### src/design/server_list_token_parser_macros.svh
// Assertion macros shared by the server list token parser RTL.
`ifndef SERVER_LIST_TOKEN_PARSER_MACROS_SVH
`define SERVER_LIST_TOKEN_PARSER_MACROS_SVH

// Same-cycle implication, disabled while reset is asserted.
`define SLTP_ASSERT_IMPL(label, clk, rst_n, ante, cons, msg) \
	label: assert property (@(posedge clk) disable iff (!(rst_n)) (ante) |-> (cons)) \
		else $error(msg);

// Next-cycle implication, disabled while reset is asserted.
`define SLTP_ASSERT_NEXT(label, clk, rst_n, ante, cons, msg) \
	label: assert property (@(posedge clk) disable iff (!(rst_n)) (ante) |=> (cons)) \
		else $error(msg);

`endif

### src/design/sltp_pkg.sv
// Types and constants of the server list token parser.
package sltp_pkg;

	// Input item: one list byte and its end-of-list flag
	typedef struct packed {
		logic [7:0] list_byte;
		logic       end_of_list;
	} sltp_in_t;

	// Result item: one per token, or the fallback marker
	typedef struct packed {
		logic [5:0]  entry_index;
		logic [1:0]  entry_status;
		logic [15:0] entry_port;
		logic [7:0]  host_length;
		logic        list_fallback;
		logic        last_of_list;
	} sltp_out_t;

	typedef enum logic [1:0] {
		ST_PROBE       = 2'd0,
		ST_MALFORMED   = 2'd1,
		ST_PORT_DENIED = 2'd2,
		ST_OVER_CAP    = 2'd3
	} sltp_status_t;

	localparam logic [15:0] PORT_DEFAULT = 16'd80;
	localparam logic [15:0] PORT_TLS     = 16'd443;
	localparam logic [15:0] PORT_ALT     = 16'd8000;
	localparam logic [19:0] PORT_MAX     = 20'd65535;
	localparam logic [7:0]  CHAR_COLON   = 8'h3A;
	localparam logic [7:0]  CHAR_COMMA   = 8'h2C;
	localparam logic [6:0]  PROBE_LIMIT_RESET = 7'd16;

endpackage

### src/design/server_list_token_parser.sv
// Server list token parser: scans list bytes and emits one result per token.
//
// The block takes one byte of a comma-separated server list per cycle, unless stalled, and keeps
// only running scanner state (phase, host length, port value, token index). A
// byte is held in the input register until the queue has room for its results, which go
// into a four-entry output queue; a token's closing byte is registered at the input and
// its first result is registered in the queue before it is offered.
// Input is accepted every cycle as long as the queue has room for two results,
// which is what a trailing comma can produce; with the output side taking results
// steadily the sustained rate is one byte per cycle, as the scanner state is updated
// on every accepted byte. probe_limit is written through cfg_we/cfg_data and resets to 16.
`include "server_list_token_parser_macros.svh"

module server_list_token_parser
	import sltp_pkg::*;
#(
	parameter int MAX_ENTRIES   = 64,
	parameter int HOST_CAPACITY = 256
) (
	input  logic      clk,
	input  logic      arst_n,
	input  logic      in_valid,
	output logic      in_ready,
	input  sltp_in_t  in_data,
	output logic      out_valid,
	input  logic      out_ready,
	output sltp_out_t out_data,
	input  logic      cfg_we,
	input  logic [6:0] cfg_data
);

	localparam int HW = $clog2(HOST_CAPACITY);
	localparam int TW = $clog2(MAX_ENTRIES + 1);
	localparam int CW = (TW > 7) ? TW : 7;
	localparam int QDEPTH = 4;
	localparam int QAW = $clog2(QDEPTH);

	typedef enum logic [1:0] {
		PH_HOST,
		PH_PORT,
		PH_BAD
	} phase_t;

	// Close one token into a result item
	function automatic sltp_out_t close_token(phase_t ph, logic [HW-1:0] hc,
			logic [15:0] acc, logic seen, logic [TW-1:0] idx, logic last,
			logic [6:0] lim);
		sltp_out_t r;
		logic bad;
		logic [15:0] port;
		r = '0;
		bad = (ph == PH_BAD) || (hc == '0);
		port = PORT_DEFAULT;
		if (!bad && seen) begin
			port = acc;
			if (acc == 16'd0) begin
				bad = 1'b1;
			end
		end
		if (int'(idx) >= MAX_ENTRIES) begin
			r.list_fallback = 1'b1;
			r.last_of_list = 1'b1;
		end else if (bad) begin
			r.entry_index = 6'(idx);
			r.entry_status = ST_MALFORMED;
			r.last_of_list = last;
		end else begin
			r.entry_index = 6'(idx);
			if (CW'(idx) >= CW'(lim)) begin
				r.entry_status = ST_OVER_CAP;
			end else if (port == PORT_DEFAULT || port == PORT_TLS || port == PORT_ALT) begin
				r.entry_status = ST_PROBE;
			end else begin
				r.entry_status = ST_PORT_DENIED;
			end
			r.entry_port = port;
			r.host_length = 8'(hc);
			r.last_of_list = last;
		end
		return r;
	endfunction

	// Configuration register
	logic [6:0] probe_limit_q;

	always_ff @(posedge clk or negedge arst_n) begin
		if (!arst_n) begin
			probe_limit_q <= PROBE_LIMIT_RESET;
		end else if (cfg_we) begin
			probe_limit_q <= cfg_data;
		end
	end

	// Input register
	logic     valid_s1;
	sltp_in_t data_s1;
	logic     fire;
	logic [QAW:0] cnt_q;

	assign fire = valid_s1 && (int'(cnt_q) <= QDEPTH - 2);
	assign in_ready = !valid_s1 || fire;

	always_ff @(posedge clk or negedge arst_n) begin
		if (!arst_n) begin
			valid_s1 <= 1'b0;
		end else if (in_ready) begin
			valid_s1 <= in_valid;
		end
	end

	always_ff @(posedge clk) begin
		if (in_ready && in_valid) begin
			data_s1 <= in_data;
		end
	end

	// Scanner state
	phase_t          phase_q;
	logic [HW-1:0]   host_count_q;
	logic [15:0]     port_acc_q;
	logic            seen_colon_q;
	logic [TW-1:0]   token_count_q;
	logic            discarding_q;

	logic [7:0]  c;
	logic        eol;
	logic        is_comma;
	logic        is_digit;
	logic        is_host;
	logic [19:0] acc_next;
	phase_t          phase_f;
	logic [HW-1:0]   hc_f;
	logic [15:0]     acc_f;
	logic            seen_f;
	sltp_out_t   res0;
	sltp_out_t   res1;
	logic        push0;
	logic        push1;

	assign c = data_s1.list_byte;
	assign eol = data_s1.end_of_list;
	assign is_comma = (c == CHAR_COMMA);
	assign is_digit = c inside {["0":"9"]};
	assign is_host = c inside {["a":"z"], ["A":"Z"], ["0":"9"], ".", "-"};
	assign acc_next = ({4'd0, port_acc_q} << 3) + ({4'd0, port_acc_q} << 1) + {16'd0, c[3:0]};

	// Take a non-comma byte into the open token
	always_comb begin
		phase_f = phase_q;
		hc_f = host_count_q;
		acc_f = port_acc_q;
		seen_f = seen_colon_q;
		case (phase_q)
			PH_HOST: begin
				if (is_host) begin
					if (({1'b0, host_count_q} + 1'b1) >= (HW+1)'(HOST_CAPACITY)) begin
						phase_f = PH_BAD;
					end else begin
						hc_f = host_count_q + 1'b1;
					end
				end else if (c == CHAR_COLON && host_count_q != '0) begin
					phase_f = PH_PORT;
					seen_f = 1'b1;
				end else begin
					phase_f = PH_BAD;
				end
			end
			PH_PORT: begin
				if (is_digit) begin
					acc_f = acc_next[15:0];
					if (acc_next > PORT_MAX) begin
						phase_f = PH_BAD;
					end
				end else begin
					phase_f = PH_BAD;
				end
			end
			default: begin
				phase_f = PH_BAD;
			end
		endcase
	end

	// Close the open token; a trailing comma adds an empty token
	always_comb begin
		if (is_comma) begin
			res0 = close_token(phase_q, host_count_q, port_acc_q, seen_colon_q,
				token_count_q, 1'b0, probe_limit_q);
		end else begin
			res0 = close_token(phase_f, hc_f, acc_f, seen_f, token_count_q, 1'b1,
				probe_limit_q);
		end
		res1 = close_token(PH_HOST, '0, 16'd0, 1'b0, token_count_q + 1'b1, 1'b1,
			probe_limit_q);
	end

	assign push0 = fire && !discarding_q && (is_comma || eol);
	assign push1 = push0 && is_comma && eol && !res0.list_fallback;

	// Advance scanner state
	always_ff @(posedge clk or negedge arst_n) begin
		if (!arst_n) begin
			phase_q <= PH_HOST;
			host_count_q <= '0;
			port_acc_q <= '0;
			seen_colon_q <= 1'b0;
			token_count_q <= '0;
			discarding_q <= 1'b0;
		end else if (fire) begin
			if (eol) begin
				phase_q <= PH_HOST;
				host_count_q <= '0;
				port_acc_q <= '0;
				seen_colon_q <= 1'b0;
				token_count_q <= '0;
				discarding_q <= 1'b0;
			end else if (discarding_q) begin
				discarding_q <= 1'b1;
			end else if (is_comma) begin
				phase_q <= PH_HOST;
				host_count_q <= '0;
				port_acc_q <= '0;
				seen_colon_q <= 1'b0;
				if (res0.list_fallback) begin
					discarding_q <= 1'b1;
				end else begin
					token_count_q <= token_count_q + 1'b1;
				end
			end else begin
				phase_q <= phase_f;
				host_count_q <= hc_f;
				port_acc_q <= acc_f;
				seen_colon_q <= seen_f;
			end
		end
	end

	// Output queue
	sltp_out_t    queue_q [QDEPTH];
	logic [QAW-1:0] wp_q;
	logic [QAW-1:0] rp_q;
	logic         pop;
	logic [QAW:0] push_n;

	assign out_valid = (cnt_q != '0);
	assign out_data = queue_q[rp_q];
	assign pop = out_valid && out_ready;
	assign push_n = (QAW+1)'(push0) + (QAW+1)'(push1);

	always_ff @(posedge clk) begin
		if (push0) begin
			queue_q[wp_q] <= res0;
		end
		if (push1) begin
			queue_q[wp_q + 1'b1] <= res1;
		end
	end

	always_ff @(posedge clk or negedge arst_n) begin
		if (!arst_n) begin
			wp_q <= '0;
			rp_q <= '0;
			cnt_q <= '0;
		end else begin
			wp_q <= wp_q + push_n[QAW-1:0];
			if (pop) begin
				rp_q <= rp_q + 1'b1;
			end
			cnt_q <= cnt_q + push_n - (QAW+1)'(pop);
		end
	end

	`SLTP_ASSERT_IMPL(a_queue_bound, clk, arst_n, 1'b1, int'(cnt_q) <= QDEPTH, "output queue overflow")
	`SLTP_ASSERT_IMPL(a_fallback_form, clk, arst_n, out_valid && out_data.list_fallback, out_data.last_of_list && out_data.entry_index == 6'd0 && out_data.entry_status == ST_PROBE, "fallback item malformed")
	`SLTP_ASSERT_IMPL(a_malformed_zero, clk, arst_n, out_valid && out_data.entry_status == ST_MALFORMED, out_data.entry_port == 16'd0 && out_data.host_length == 8'd0, "malformed item carries data")
	`SLTP_ASSERT_NEXT(a_enter_discard, clk, arst_n, push0 && res0.list_fallback && !eol, discarding_q, "fallback did not start discard")
	`SLTP_ASSERT_IMPL(a_silent_discard, clk, arst_n, fire && discarding_q, !push0 && !push1, "item pushed while discarding")

endmodule

### config.mk
export PLATFORM = sky130hd
export DESIGN_NAME = server_list_token_parser
export DESIGN_NICKNAME = d
export VERILOG_FILES = /design/src/design/sltp_pkg.sv /design/src/design/server_list_token_parser.sv
export VERILOG_INCLUDE_DIRS = /design/src /design/src/design
export SDC_FILE = /design/constraint.sdc
export NUM_CORES = 1
export LEC_CHECK = 0
export BUFFER_PORTS_ARGS = -buffer_cell sky130_fd_sc_hd__buf_2
export CORE_MARGIN = 1.5
export CORE_UTILIZATION = 30
export DETAILED_ROUTE_END_ITERATION = 6
export PLACE_DENSITY_LB_ADDON = 0.3
export REMOVE_ABC_BUFFERS = 1
export SYNTH_ARGS = -nofsm -noshare
export SYNTH_HDL_FRONTEND = slang
export SYNTH_SLANG_ARGS = --single-unit
### constraint.sdc
create_clock -name clk -period 5 [get_ports clk]
set_clock_uncertainty 0.05 [all_clocks]
set_input_delay 0 -clock clk [delete_from_list [all_inputs] [get_ports clk]]
set_output_delay 0 -clock clk [all_outputs]
set_load 0.02 [all_outputs]
==> qor.txt, run 1 <==
====================================================================================
Status                                                                  complete, but fails checks
Failing checks                                                          design-rule violations
Count of H-tree levels built during CTS                                            4
Routed len/inst                                                              19.2 um
Crit path arrival time                                                       4.89 ns
Fin. Hold Viols                                                                    0
I/O pin count                                                                     57
Die extent in y                                                               194 um
Total leakage power                                                       0.00484 uW
Setup TNS after final layout                                                    0 ns
Time the worst path needs with I/O delays and setup                          4.61 ns
Number of antenna violations at the first check in global routing                  0
Post-DR vias/cell                                                               5.53
First drt pass iteration count                                                     7
Worst EP required                                                            5.28 ns
Number of library cell types mapped by synthesis                                  82
GR Util met2                                                                   27.5%
Clock insertion delay at the later pin of the skew report                    0.44 ns
Wirelength, routed                                                          32600 um
GR Layer Usage met3                                                            2.93%
Clk pin slew, worst setup/hold paths                                         0.07 ns
Residual overflow from global routing                                              0
Main synth FF type                                                      sky130_fd_sc_hd__dfxtp_1
Quantity of I/O buffers inserted on ports                                         56
Signed area change from the synthesized netlist to the final layout            15.6%
Worst R2R End                                                           queue_q[0][2]
Startpoint of the worst register-to-register path                       port_acc_q[2]
Worst hold path class                                                   input pin to async pin
Post-Syn Area per Cell                                                      9.41 um2
Total chip power                                                             4720 uW
Unrepaired setup endpoints after global routing                                false
Reg2reg setup slack                                                          0.39 ns
EDFF count, synth                                                                 41
All-Layer GR Usage                                                             17.4%
Biggest fanout along the worst timing path                                        18
Slew Viols, Final                                                                  0
Endpoint kind of the worst setup timing path                                register
Post_cts resized                                                                   0
Initial core utilization                                                       30.5%
Number of buffers inserted during clock tree synthesis                            17
Total number of placement rows                                                    69
Worst-case headroom to the max-slew limit                                      27.8%
Weighted congestion at the end of routability-driven global placement          0.899
Clock sink count                                                                 195
Final cell count without fillers                                                1699
Net count of the finished layout                                                1296
Total standard cell area after synthesis                                   10900 um2
Most crowded layer after global routing                                         met2
Register bit total from synthesis                                                195
Initial DRC Count                                                                813
Endpoint of the worst setup timing path                                 queue_q[0][2]
Maximum clock rate                                                         0.217 GHz
HPWL after detailed placement                                               22300 um
Pin count of the biggest net entering global routing                              51
Vias in the first global route                                                  9014
Critical Path Start                                                     port_acc_q[2]
Routed Antenna Nets                                                                0
Proportion of netlist area held by the largest area contributor                19.1%
Register Area                                                               4570 um2
Area of the die                                                            37500 um2
Global-route wire length before repair                                      51600 um
Total via count in the routed design                                            9395
Synth Instances                                                                 1158
Yosys warning total                                                                0
Fraction of layout instances using a drive strength above 1                    14.5%
Placed cells                                                                    1634
Die X                                                                         194 um
Power per cell area                                                       375 nW/um2
Commonest non-fill, non-tap cells in the layout                         sky130_fd_sc_hd__nand2_1, sky130_fd_sc_hd__o21ai_0, sky130_fd_sc_hd__dfxtp_1
Post-route fraction of the period consumed by the critical path                92.3%
Leading cell types by total area after synthesis                        sky130_fd_sc_hd__dfxtp_1, sky130_fd_sc_hd__edfxtp_1, sky130_fd_sc_hd__dfrtp_1
Tightest Pin Transition                                                      1.08 ns
Share of the yosys chip area belonging to registers                            41.9%
Count of endpoints failing setup in the final report                               0
Area used by multi-input combinational logic                                5900 um2
Commonest non-fill, non-tap cell in the layout                          sky130_fd_sc_hd__nand2_1
Total inserted antenna cells                                                       0
Clock Tree Buf Depth                                                               2
DRC Markers                                                                        2
Fraction of met1 tracks used by global routing                                 24.3%
Maximum resistive drop on vdd                                               0.248 mV
Max_cap viols                                                                      0
Layout filler cell count                                                        3631
Post-synthesis cell type with the largest combined area                 sky130_fd_sc_hd__dfxtp_1
Cell depth of the worst flop-to-flop path                                         12
Setup crit start kind                                                       register
Cell at the root of the clock tree                                      sky130_fd_sc_hd__clkbuf_16
Proportion of synthesized flip-flops having asynchronous set or reset          25.6%
Category of the most critical setup path                                register to register
CTS tree                                                                         yes
Placeable core region                                                      35700 um2
====================================================================================
## cells in the mapped netlist (21+ instances only)
cell type and number:
sky130_fd_sc_hd__a21oi_1 48, sky130_fd_sc_hd__clkbuf_1 59, sky130_fd_sc_hd__dfrtp_1 49, sky130_fd_sc_hd__dfxtp_1 104, sky130_fd_sc_hd__edfxtp_1 41, sky130_fd_sc_hd__ha_1 47
sky130_fd_sc_hd__inv_1 39, sky130_fd_sc_hd__mux4_2 34, sky130_fd_sc_hd__nand2_1 127, sky130_fd_sc_hd__nand3_1 90, sky130_fd_sc_hd__nor2_1 60, sky130_fd_sc_hd__o21ai_0 111
sky130_fd_sc_hd__o21ai_1 24, sky130_fd_sc_hd__o31ai_1 21
## routing by layer
metal / routed length [um] / part of all wire (%)
met1: 15400 / 47
met4: 570 / 1.7
met5: 0 / 0
met3: 1690 / 5.2
met2: 15000 / 46
## repair_timing
action,in CTS,in global routing
setup buffers,0,0
hold endpoints to repair,68,0
endpoints found under the setup margin,0,4
hold buffers,32,0
## stage by stage
stage | util (%) | hold WS, ns | worst slack (ns) | area, um2
global placement | 32.8 | 0.130 | 0.488 | 11700
detailed placement | 32.8 | 0.128 | 0.351 | 11700
CTS | 35.3 | 0.191 | 0.314 | 12600
global route | 35.3 | 0.218 | 0.0714 | 12600
finish | 35.3 | 0.176 | 0.387 | 12600
floorplan | - | -0.346 | 0.802 | 10600
## critical path: stages (launching register included)
cell and delay [ns]:
sky130_fd_sc_hd__dfrtp_1 0.48, sky130_fd_sc_hd__inv_1 0.11, sky130_fd_sc_hd__fa_1 0.49, sky130_fd_sc_hd__fa_1 0.46
sky130_fd_sc_hd__nand2b_1 0.17, sky130_fd_sc_hd__a211o_1 0.34, sky130_fd_sc_hd__a311oi_1 0.57, sky130_fd_sc_hd__a31oi_1 0.16
sky130_fd_sc_hd__and4b_1 0.25, sky130_fd_sc_hd__o21ai_1 0.37, sky130_fd_sc_hd__and4_4 0.52, sky130_fd_sc_hd__a21oi_2 0.17
sky130_fd_sc_hd__o311ai_0 0.34
## layout make-up
class                           instances  area share (%)
Multi-Input combinational cell        852            46.9
Clock inverter                         12           0.745
Tap cell                              461            4.58
Clock buffer                           20            3.72
Timing Repair Buffer                  119            6.62
Sequential cell                       195            36.3
Inverter                               40            1.19
## logic make-up after synthesis
kind of cell,synth area share (%)
AOI/OAI and AO/OA,21.0
xor gates and xnor gates,1.69
adders and majority gates,5.95
buffers and inverters,4.12
DFF,41.9
muxes,7.55
and+or+nand+nor,17.7
## sequential cells by signal, indices dropped and copies added (netlist names)
register / cells
queue_q: 136
port_acc_q: 16
c: 8
host_count_q: 8
probe_limit_q: 7
token_count_q: 7
cnt_q: 3
phase_q: 2
rp_q: 2
wp_q: 2
discarding_q: 1
eol: 1
seen_colon_q: 1
valid_s1: 1
## where the power goes
| part | switching (uW) | internal, uW | total, uW |
|---|---|---|---|
| Clock | 649 | 690 | 1340 |
| Combinational | 875 | 516 | 1390 |
| Sequential | 197 | 1800 | 1990 |
## worst min-delay path by stage
stage,from,end,slack [ns],depth (start not counted)
5_1_grt,in_data[8],c[7],0.22,2
4_1_cts,in_data[1],c[0],0.19,2
2_1_floorplan,arst_n,cnt_q[0],-0.35,0
6_report,arst_n,probe_limit_q[5],0.18,3
3_3_place_gp,in_data[2],c[1],0.13,1
3_5_place_dp,in_data[1],c[0],0.13,1
Power figures use the tool's default switching activity.
==> run 2, diff against run 1 <==
CTS_BUF_LIST = sky130_fd_sc_hd__clkbuf_16   (was default)
==> run 2 against run 1 <==
Compared with the run above:
- the run still ends with design-rule violations left
- cell area is essentially flat
- clock power is essentially flat
- first-iteration DRC count shrank 3.7%
- fmax shrank 0.78%
- sequential cell count is the same
- non-clock buffer count is the same
- hold slack gained 0.0027 ns
- cell count is the same
- critical path depth grew 1
- critical endpoint is now queue_q[3][26]
- largest power group unchanged
==> qor.txt, run 2 (synthesis gave the netlist of run 1 again) <==
====================================================================================
Clock insertion delay at the later pin of the skew report                    0.44 ns   about the same
Die extent in y                                                               194 um   unchanged
Wirelength, routed                                                          32700 um   about the same
Reported net switching power                                                 1720 uW   -0.26%
Initial core utilization                                                       30.5%   unchanged
Die X                                                                         194 um   unchanged
Number of buffers inserted during clock tree synthesis                            17   unchanged
Clock Tree Buf Depth                                                               2   unchanged
Global-route wire length before repair                                      51600 um   -0.11%
Total setup buffers inserted after CTS                                             0   unchanged
Post-DR vias/cell                                                               5.51   -0.31%
Count of H-tree levels built during CTS                                            4   unchanged
Maximum resistive drop on vdd                                               0.244 mV   -1.4%
Routed len/inst                                                              19.2 um   about the same
Final setup margin                                                          0.350 ns   -0.0363 ns
GR Layer Usage met3                                                            2.93%   unchanged
Area of the die                                                            37500 um2   unchanged
Worst hold path class                                                   input pin to async pin
Setup crit start kind                                                       register
Placed cells                                                                    1634   unchanged
Startpoint of the worst register-to-register path                       port_acc_q[2]
Sequence of cells on the critical path                                  inv_1 -> fa_1 -> fa_1 -> nand2b_1 -> a211o_1 -> a21boi_0 -> o31ai_1 -> or4_1 -> nor4_1 -> o21ai_1 -> a31oi_1 -> nor2_1 -> o31ai_1
First drt pass iteration count                                                     7   unchanged
Worst R2R End                                                           queue_q[3][26]
Slew Viols, Final                                                                  0   unchanged
Count of endpoints failing setup in the final report                               0   unchanged
Total inserted antenna cells                                                       0   unchanged
I/O pin count                                                                     57   unchanged
Vias in the first global route                                                  9003   -0.12%
Final cell count without fillers                                                1699   unchanged
Commonest non-fill, non-tap cells in the layout                         sky130_fd_sc_hd__nand2_1, sky130_fd_sc_hd__o21ai_0, sky130_fd_sc_hd__dfxtp_1
DRC Markers                                                                        2   unchanged
GR Util met2                                                                   27.5%   about the same
Highest-delay cell along the critical path                              sky130_fd_sc_hd__or4_1
Max_cap viols                                                                      0   unchanged
Tightest Pin Transition                                                      1.11 ns   +0.0300 ns
Failing checks                                                          design-rule violations
Internal power consumption                                                   2980 uW   -0.57%
Biggest fanout along the worst timing path                                         8   -10
Category of the most critical setup path                                register to register
Share of total power consumed by net switching                                 36.5%   +0.071 points
Placeable core region                                                      35700 um2   unchanged
Routed Antenna Nets                                                                0   unchanged
Fraction of met1 tracks used by global routing                                 24.3%   -0.041 points
Max incr delay on CP                                                         0.56 ns   about the same
HPWL after detailed placement                                               22300 um   unchanged
Time the worst path needs with I/O delays and setup                          4.65 ns   +0.0363 ns
Fraction of layout instances using a drive strength above 1                    14.5%   -0.081 points
Unrepaired setup endpoints after global routing                                false
Total number of placement rows                                                    69   unchanged
All-Layer GR Usage                                                             17.4%   -0.018 points
Pin count of the biggest net entering global routing                              51   unchanged
CTS tree                                                                         yes
Fin. Hold Viols                                                                    0   unchanged
Relative contribution of sequential cells to total power                       42.3%   about the same
Worst EP required                                                            5.21 ns   -0.07 ns
Clk pin slew, worst setup/hold paths                                         0.07 ns   about the same
Maximum clock rate                                                         0.215 GHz   -0.78%
Part of the total power dissipated in combinational logic                      29.6%   about the same
Power per cell area                                                       374 nW/um2   -0.38%
Worst-case headroom to the max-slew limit                                      25.8%   -2.0 points
WP buf/inv                                                                         1   unchanged
Post-route fraction of the period consumed by the critical path                93.0%   +0.73 points
Quantity of I/O buffers inserted on ports                                         56   unchanged
Post_cts resized                                                                   0   unchanged
Setup TNS after final layout                                                    0 ns   unchanged
Signed area change from the synthesized netlist to the final layout            15.5%   about the same
Most crowded layer after global routing                                         met2
Register ranked first by flip-flop count                                     queue_q
Number of antenna violations at the first check in global routing                  0   unchanged
Clock sink count                                                                 195   unchanged
Core utilization of the finished layout                                        35.3%   about the same
Reg2reg setup slack                                                          0.35 ns   -0.04 ns
Clk pwr share                                                                  28.0%   -0.4 points
Total leakage power                                                       0.00484 uW   about the same
Net count of the finished layout                                                1296   unchanged
Biggest registers after layout                                          queue_q (136), port_acc_q (16)
Status                                                                  complete, but fails checks
Commonest non-fill, non-tap cell in the layout                          sky130_fd_sc_hd__nand2_1
Cell at the root of the clock tree                                      sky130_fd_sc_hd__clkbuf_16
Initial DRC Count                                                                783   -3.7%
Cell depth of the worst flop-to-flop path                                         13   +1
Weighted congestion at the end of routability-driven global placement          0.899   unchanged
Worst-case setup slack after placement                                      0.351 ns   unchanged
Residual overflow from global routing                                              0   unchanged
Total chip power                                                             4700 uW   -0.46%
Crit path arrival time                                                       4.86 ns   -0.03 ns
Number of flip-flops in the largest register                                     136   unchanged
CP top delay family                                                     compound AO/OA/AOI/OAI gates
Endpoint kind of the worst setup timing path                                register
Total via count in the routed design                                            9366   -0.31%
====================================================================================
-- run 2: cell type report --
class,count,area (um2)
sequential,195,4570
tap,461,577
multi-input combinational,852,5900
fill,3631,23100
timing repair buffer,119,833
clock buffer,18,450
clock inverter,14,101
inverter,40,150
-- run 2: how the worst max path moves through the flow --
stage,from,to,slack [ns],depth (start not counted)
2_1_floorplan,port_acc_q[2],queue_q[3][2],0.80,13
3_3_place_gp,port_acc_q[2],queue_q[0][2],0.49,12
3_5_place_dp,port_acc_q[2],queue_q[2][2],0.35,12
4_1_cts,port_acc_q[2],queue_q[0][2],0.31,12
5_1_grt,port_acc_q[2],queue_q[0][2],0.07,12
6_report,port_acc_q[2],queue_q[3][26],0.35,13
-- run 2: through the flow --
stage                     hold slack (ns)  cell area, um2
after detailed placement            0.128           11700
after global routing                0.218           12600
after CTS                           0.191           12600
final                               0.179           12600
after global placement              0.130           11700
after floorplan                    -0.346           10600
-- run 2: worst register-to-register path: cells and delay by family, from the launching register on --
family / cells / cell delay (ns)
AOI/OAI and AO/OA: 6 / 1.65
buffers and inverters: 1 / 0.11
adders and majority gates: 2 / 0.95
DFF: 1 / 0.48
and+or+nand+nor: 4 / 1.22
-- run 2: power by group through the flow --
| stage | logic, uW | clock network (uW) | registers (uW) |
|---|---|---|---|
| after floorplan | 853 | 0 | 2020 |
| after global placement | 1360 | 0 | 2020 |
| after detailed placement | 1360 | 0 | 2030 |
| after CTS | 1390 | 1350 | 2000 |
| after global routing | 1510 | 1410 | 2020 |
| final | 1390 | 1320 | 1990 |
-- run 2: routing by layer --
layer | vias to the layer above | wire [um]
met1 | 4543 | 15300
met3 | 43 | 1810
li1 | 4496 | -
met4 | 0 | 603
met5 | - | 0
met2 | 284 | 15000
-- run 2: what timing repair did --
item                                    4_1_cts  5_1_grt
endpoints found under the setup margin        0        4
endpoints found under the hold margin        68        0
hold buffers                                 32        0
==> run 3, diff against run 2 <==
clock period = 5.1 ns   (was 5 ns; I/O delays follow)
==> run 3 against run 2 <==
Compared with the run above:
- cell area down 0.23%
- clock-buffer cell count down 1
- the flow still finishes with violations (design-rule violations)
- global-route usage about the same
- sequential power about the same
==> qor.txt, run 3 (synthesis gave the netlist of run 1 again) <==
====================================================================================
Status                                                                  complete, but fails checks
Failing checks                                                          design-rule violations
Maximum clock rate                                                         0.210 GHz   -2.4%
Post-route fraction of the period consumed by the critical path                93.4%   +0.45 points
Clock Tree Buf Depth                                                               2   unchanged
WP buf/inv                                                                         1   unchanged
Signed area change from the synthesized netlist to the final layout            15.3%
Endpoint kind of the worst setup timing path                                register
Number of antenna violations at the first check in global routing                  0   unchanged
Final setup margin                                                          0.334 ns   -0.0162 ns
Total inserted antenna cells                                                       0   unchanged
Count of H-tree levels built during CTS                                            4   unchanged
Total number of placement rows                                                    69   unchanged
Category of the most critical setup path                                register to register
Net count of the finished layout                                                1290   -0.46%
Count of endpoints failing setup in the final report                               0   unchanged
Total via count in the routed design                                            9412   +0.49%
GR Util met2                                                                   27.3%   -0.16 points
Fraction of layout instances using a drive strength above 1                    14.1%   -0.34 points
Maximum resistive drop on vdd                                               0.258 mV   +5.7%
HPWL after detailed placement                                               22300 um   about the same
Area of the die                                                            37500 um2   unchanged
All-Layer GR Usage                                                             17.4%   about the same
Highest-delay cell along the critical path                              sky130_fd_sc_hd__and4_4
Commonest non-fill, non-tap cells in the layout                         sky130_fd_sc_hd__nand2_1, sky130_fd_sc_hd__o21ai_0, sky130_fd_sc_hd__dfxtp_1
I/O pin count                                                                     57   unchanged
Fin. Hold Viols                                                                    0   unchanged
Unrepaired setup endpoints after global routing                                false
Setup crit start kind                                                       register
Layout filler cell count                                                        3627   -0.11%
Die extent in y                                                               194 um   unchanged
Slew Viols, Final                                                                  0   unchanged
Worst-case headroom to the max-slew limit                                      24.1%   -1.8 points
Pin count of the biggest net entering global routing                              51   unchanged
Sequence of cells on the critical path                                  inv_1 -> fa_1 -> fa_1 -> nand2b_1 -> a211o_1 -> and3b_1 -> o31ai_1 -> or4_1 -> nor4_1 -> o21ai_1 -> and4_4 -> a21oi_2 -> o311ai_0
Time the worst path needs with I/O delays and setup                          4.77 ns   +0.116 ns
Biggest fanout along the worst timing path                                        36   +28
Setup TNS after final layout                                                    0 ns   unchanged
Number of flip-flops in the largest register                                     136   unchanged
First drt pass iteration count                                                     7   unchanged
Clock insertion delay at the later pin of the skew report                    0.45 ns   about the same
Tightest Pin Transition                                                      1.14 ns   +0.0279 ns
Worst EP required                                                            5.38 ns   +0.17 ns
Placeable core region                                                      35700 um2   unchanged
Power per cell area                                                       369 nW/um2   -1.1%
Max_cap viols                                                                      0   unchanged
Commonest non-fill, non-tap cell in the layout                          sky130_fd_sc_hd__nand2_1
Cell at the root of the clock tree                                      sky130_fd_sc_hd__clkbuf_16
CTS tree                                                                         yes
Global-route wire length before repair                                      51600 um   about the same
Routed len/inst                                                              19.1 um   -0.41%
GR Layer Usage met3                                                            3.07%   +0.14 points
Clock sink count                                                                 195   unchanged
Routed Antenna Nets                                                                0   unchanged
Worst-case setup slack after placement                                      0.349 ns   -0.00200 ns
CP top delay family                                                     compound AO/OA/AOI/OAI gates
Worst hold path class                                                   input pin to async pin
Crit path arrival time                                                       5.05 ns   +0.19 ns
Initial DRC Count                                                                900   +15%
Quantity of I/O buffers inserted on ports                                         56   unchanged
Register ranked first by flip-flop count                                     queue_q
Weighted congestion at the end of routability-driven global placement          0.925   +2.9%
Cell repeated most along the worst path                                 sky130_fd_sc_hd__fa_1
Number of buffers inserted during clock tree synthesis                            17   unchanged
Die X                                                                         194 um   unchanged
DRC Markers                                                                        2   unchanged
Biggest registers after layout                                          queue_q (136), port_acc_q (16)
Fraction of met1 tracks used by global routing                                 24.3%   about the same
Clk pin slew, worst setup/hold paths                                         0.07 ns   about the same
Residual overflow from global routing                                              0   unchanged
Total leakage power                                                       0.00482 uW   -0.37%
Max incr delay on CP                                                         0.64 ns   +0.08 ns
Vias in the first global route                                                  9062   +0.66%
Initial core utilization                                                       30.5%   unchanged
Most crowded layer after global routing                                         met2
Wirelength, routed                                                          32400 um   -0.77%
Post-DR vias/cell                                                               5.56   +0.85%
====================================================================================
[run 3: final timing paths]
| path | depth (start not counted) | end | slack (ns) | start |
|---|---|---|---|---|
| setup / recovery | 13 | queue_q[2][3] | 0.33 | port_acc_q[2] |
| hold / removal | 3 | valid_s1 | 0.18 | arst_n |
| min in group clk | 2 | c[0] | 0.20 | in_data[1] |
| setup reg to reg | 13 | queue_q[2][3] | 0.33 | port_acc_q[2] |
| max in group asynchronous | 3 | rp_q[0] | 4.29 | arst_n |
| hold reg to reg | 2 | queue_q[1][13] | 0.41 | queue_q[1][13] |
[run 3: through the flow]
stage               area [um2]  utilization [%]  hold slack (ns)  cells  power, uW
global route             12600             35.2            0.200   1693       4880
global placement         11700             32.7            0.130   1629       3300
finish                   12600             35.2            0.183   1693       4640
detailed placement       11700             32.7            0.130   1629       3320
CTS                      12500             35.2            0.181   1693       4670
floorplan                10600                -           -0.346   1086       2810
[run 3: timing repair]
item / in CTS / in global routing
buffers inserted: 0 / 0
endpoints found under the setup margin: 0 / 9
resized for setup: 0 / 1
endpoints found under the hold margin: 68 / 0
hold buffers: 32 / 0
[run 3: area by class of cell]
| class | count | area (um2) | share of cell area [%] |
|---|---|---|---|
| flip-flops and latches | 195 | 4570 | 36.4 |
| clock inverters | 15 | 139 | 1.11 |
| inverters | 40 | 150 | 1.20 |
| repair buffers | 114 | 796 | 6.34 |
| multi-input cells | 851 | 5900 | 47.0 |
| well taps | 461 | 577 | 4.59 |
| clock buffers | 17 | 425 | 3.39 |
[run 3: power by group]
part	internal [uW]	switching [uW]
Sequential	1760	195
Combinational	499	846
Clock	719	618
[run 3: tightest hold or removal path, delay by kind of cell]
| kind | cells | cell delay [ns] |
|---|---|---|
| buffers and inverters | 3 | 1.17 |
[run 3: per-layer routing]
| metal | wire, um | vias up |
|---|---|---|
| met5 | 0 | - |
| met4 | 444 | 0 |
| met3 | 1920 | 28 |
| met2 | 14700 | 327 |
| met1 | 15300 | 4574 |
| li1 | - | 4483 |
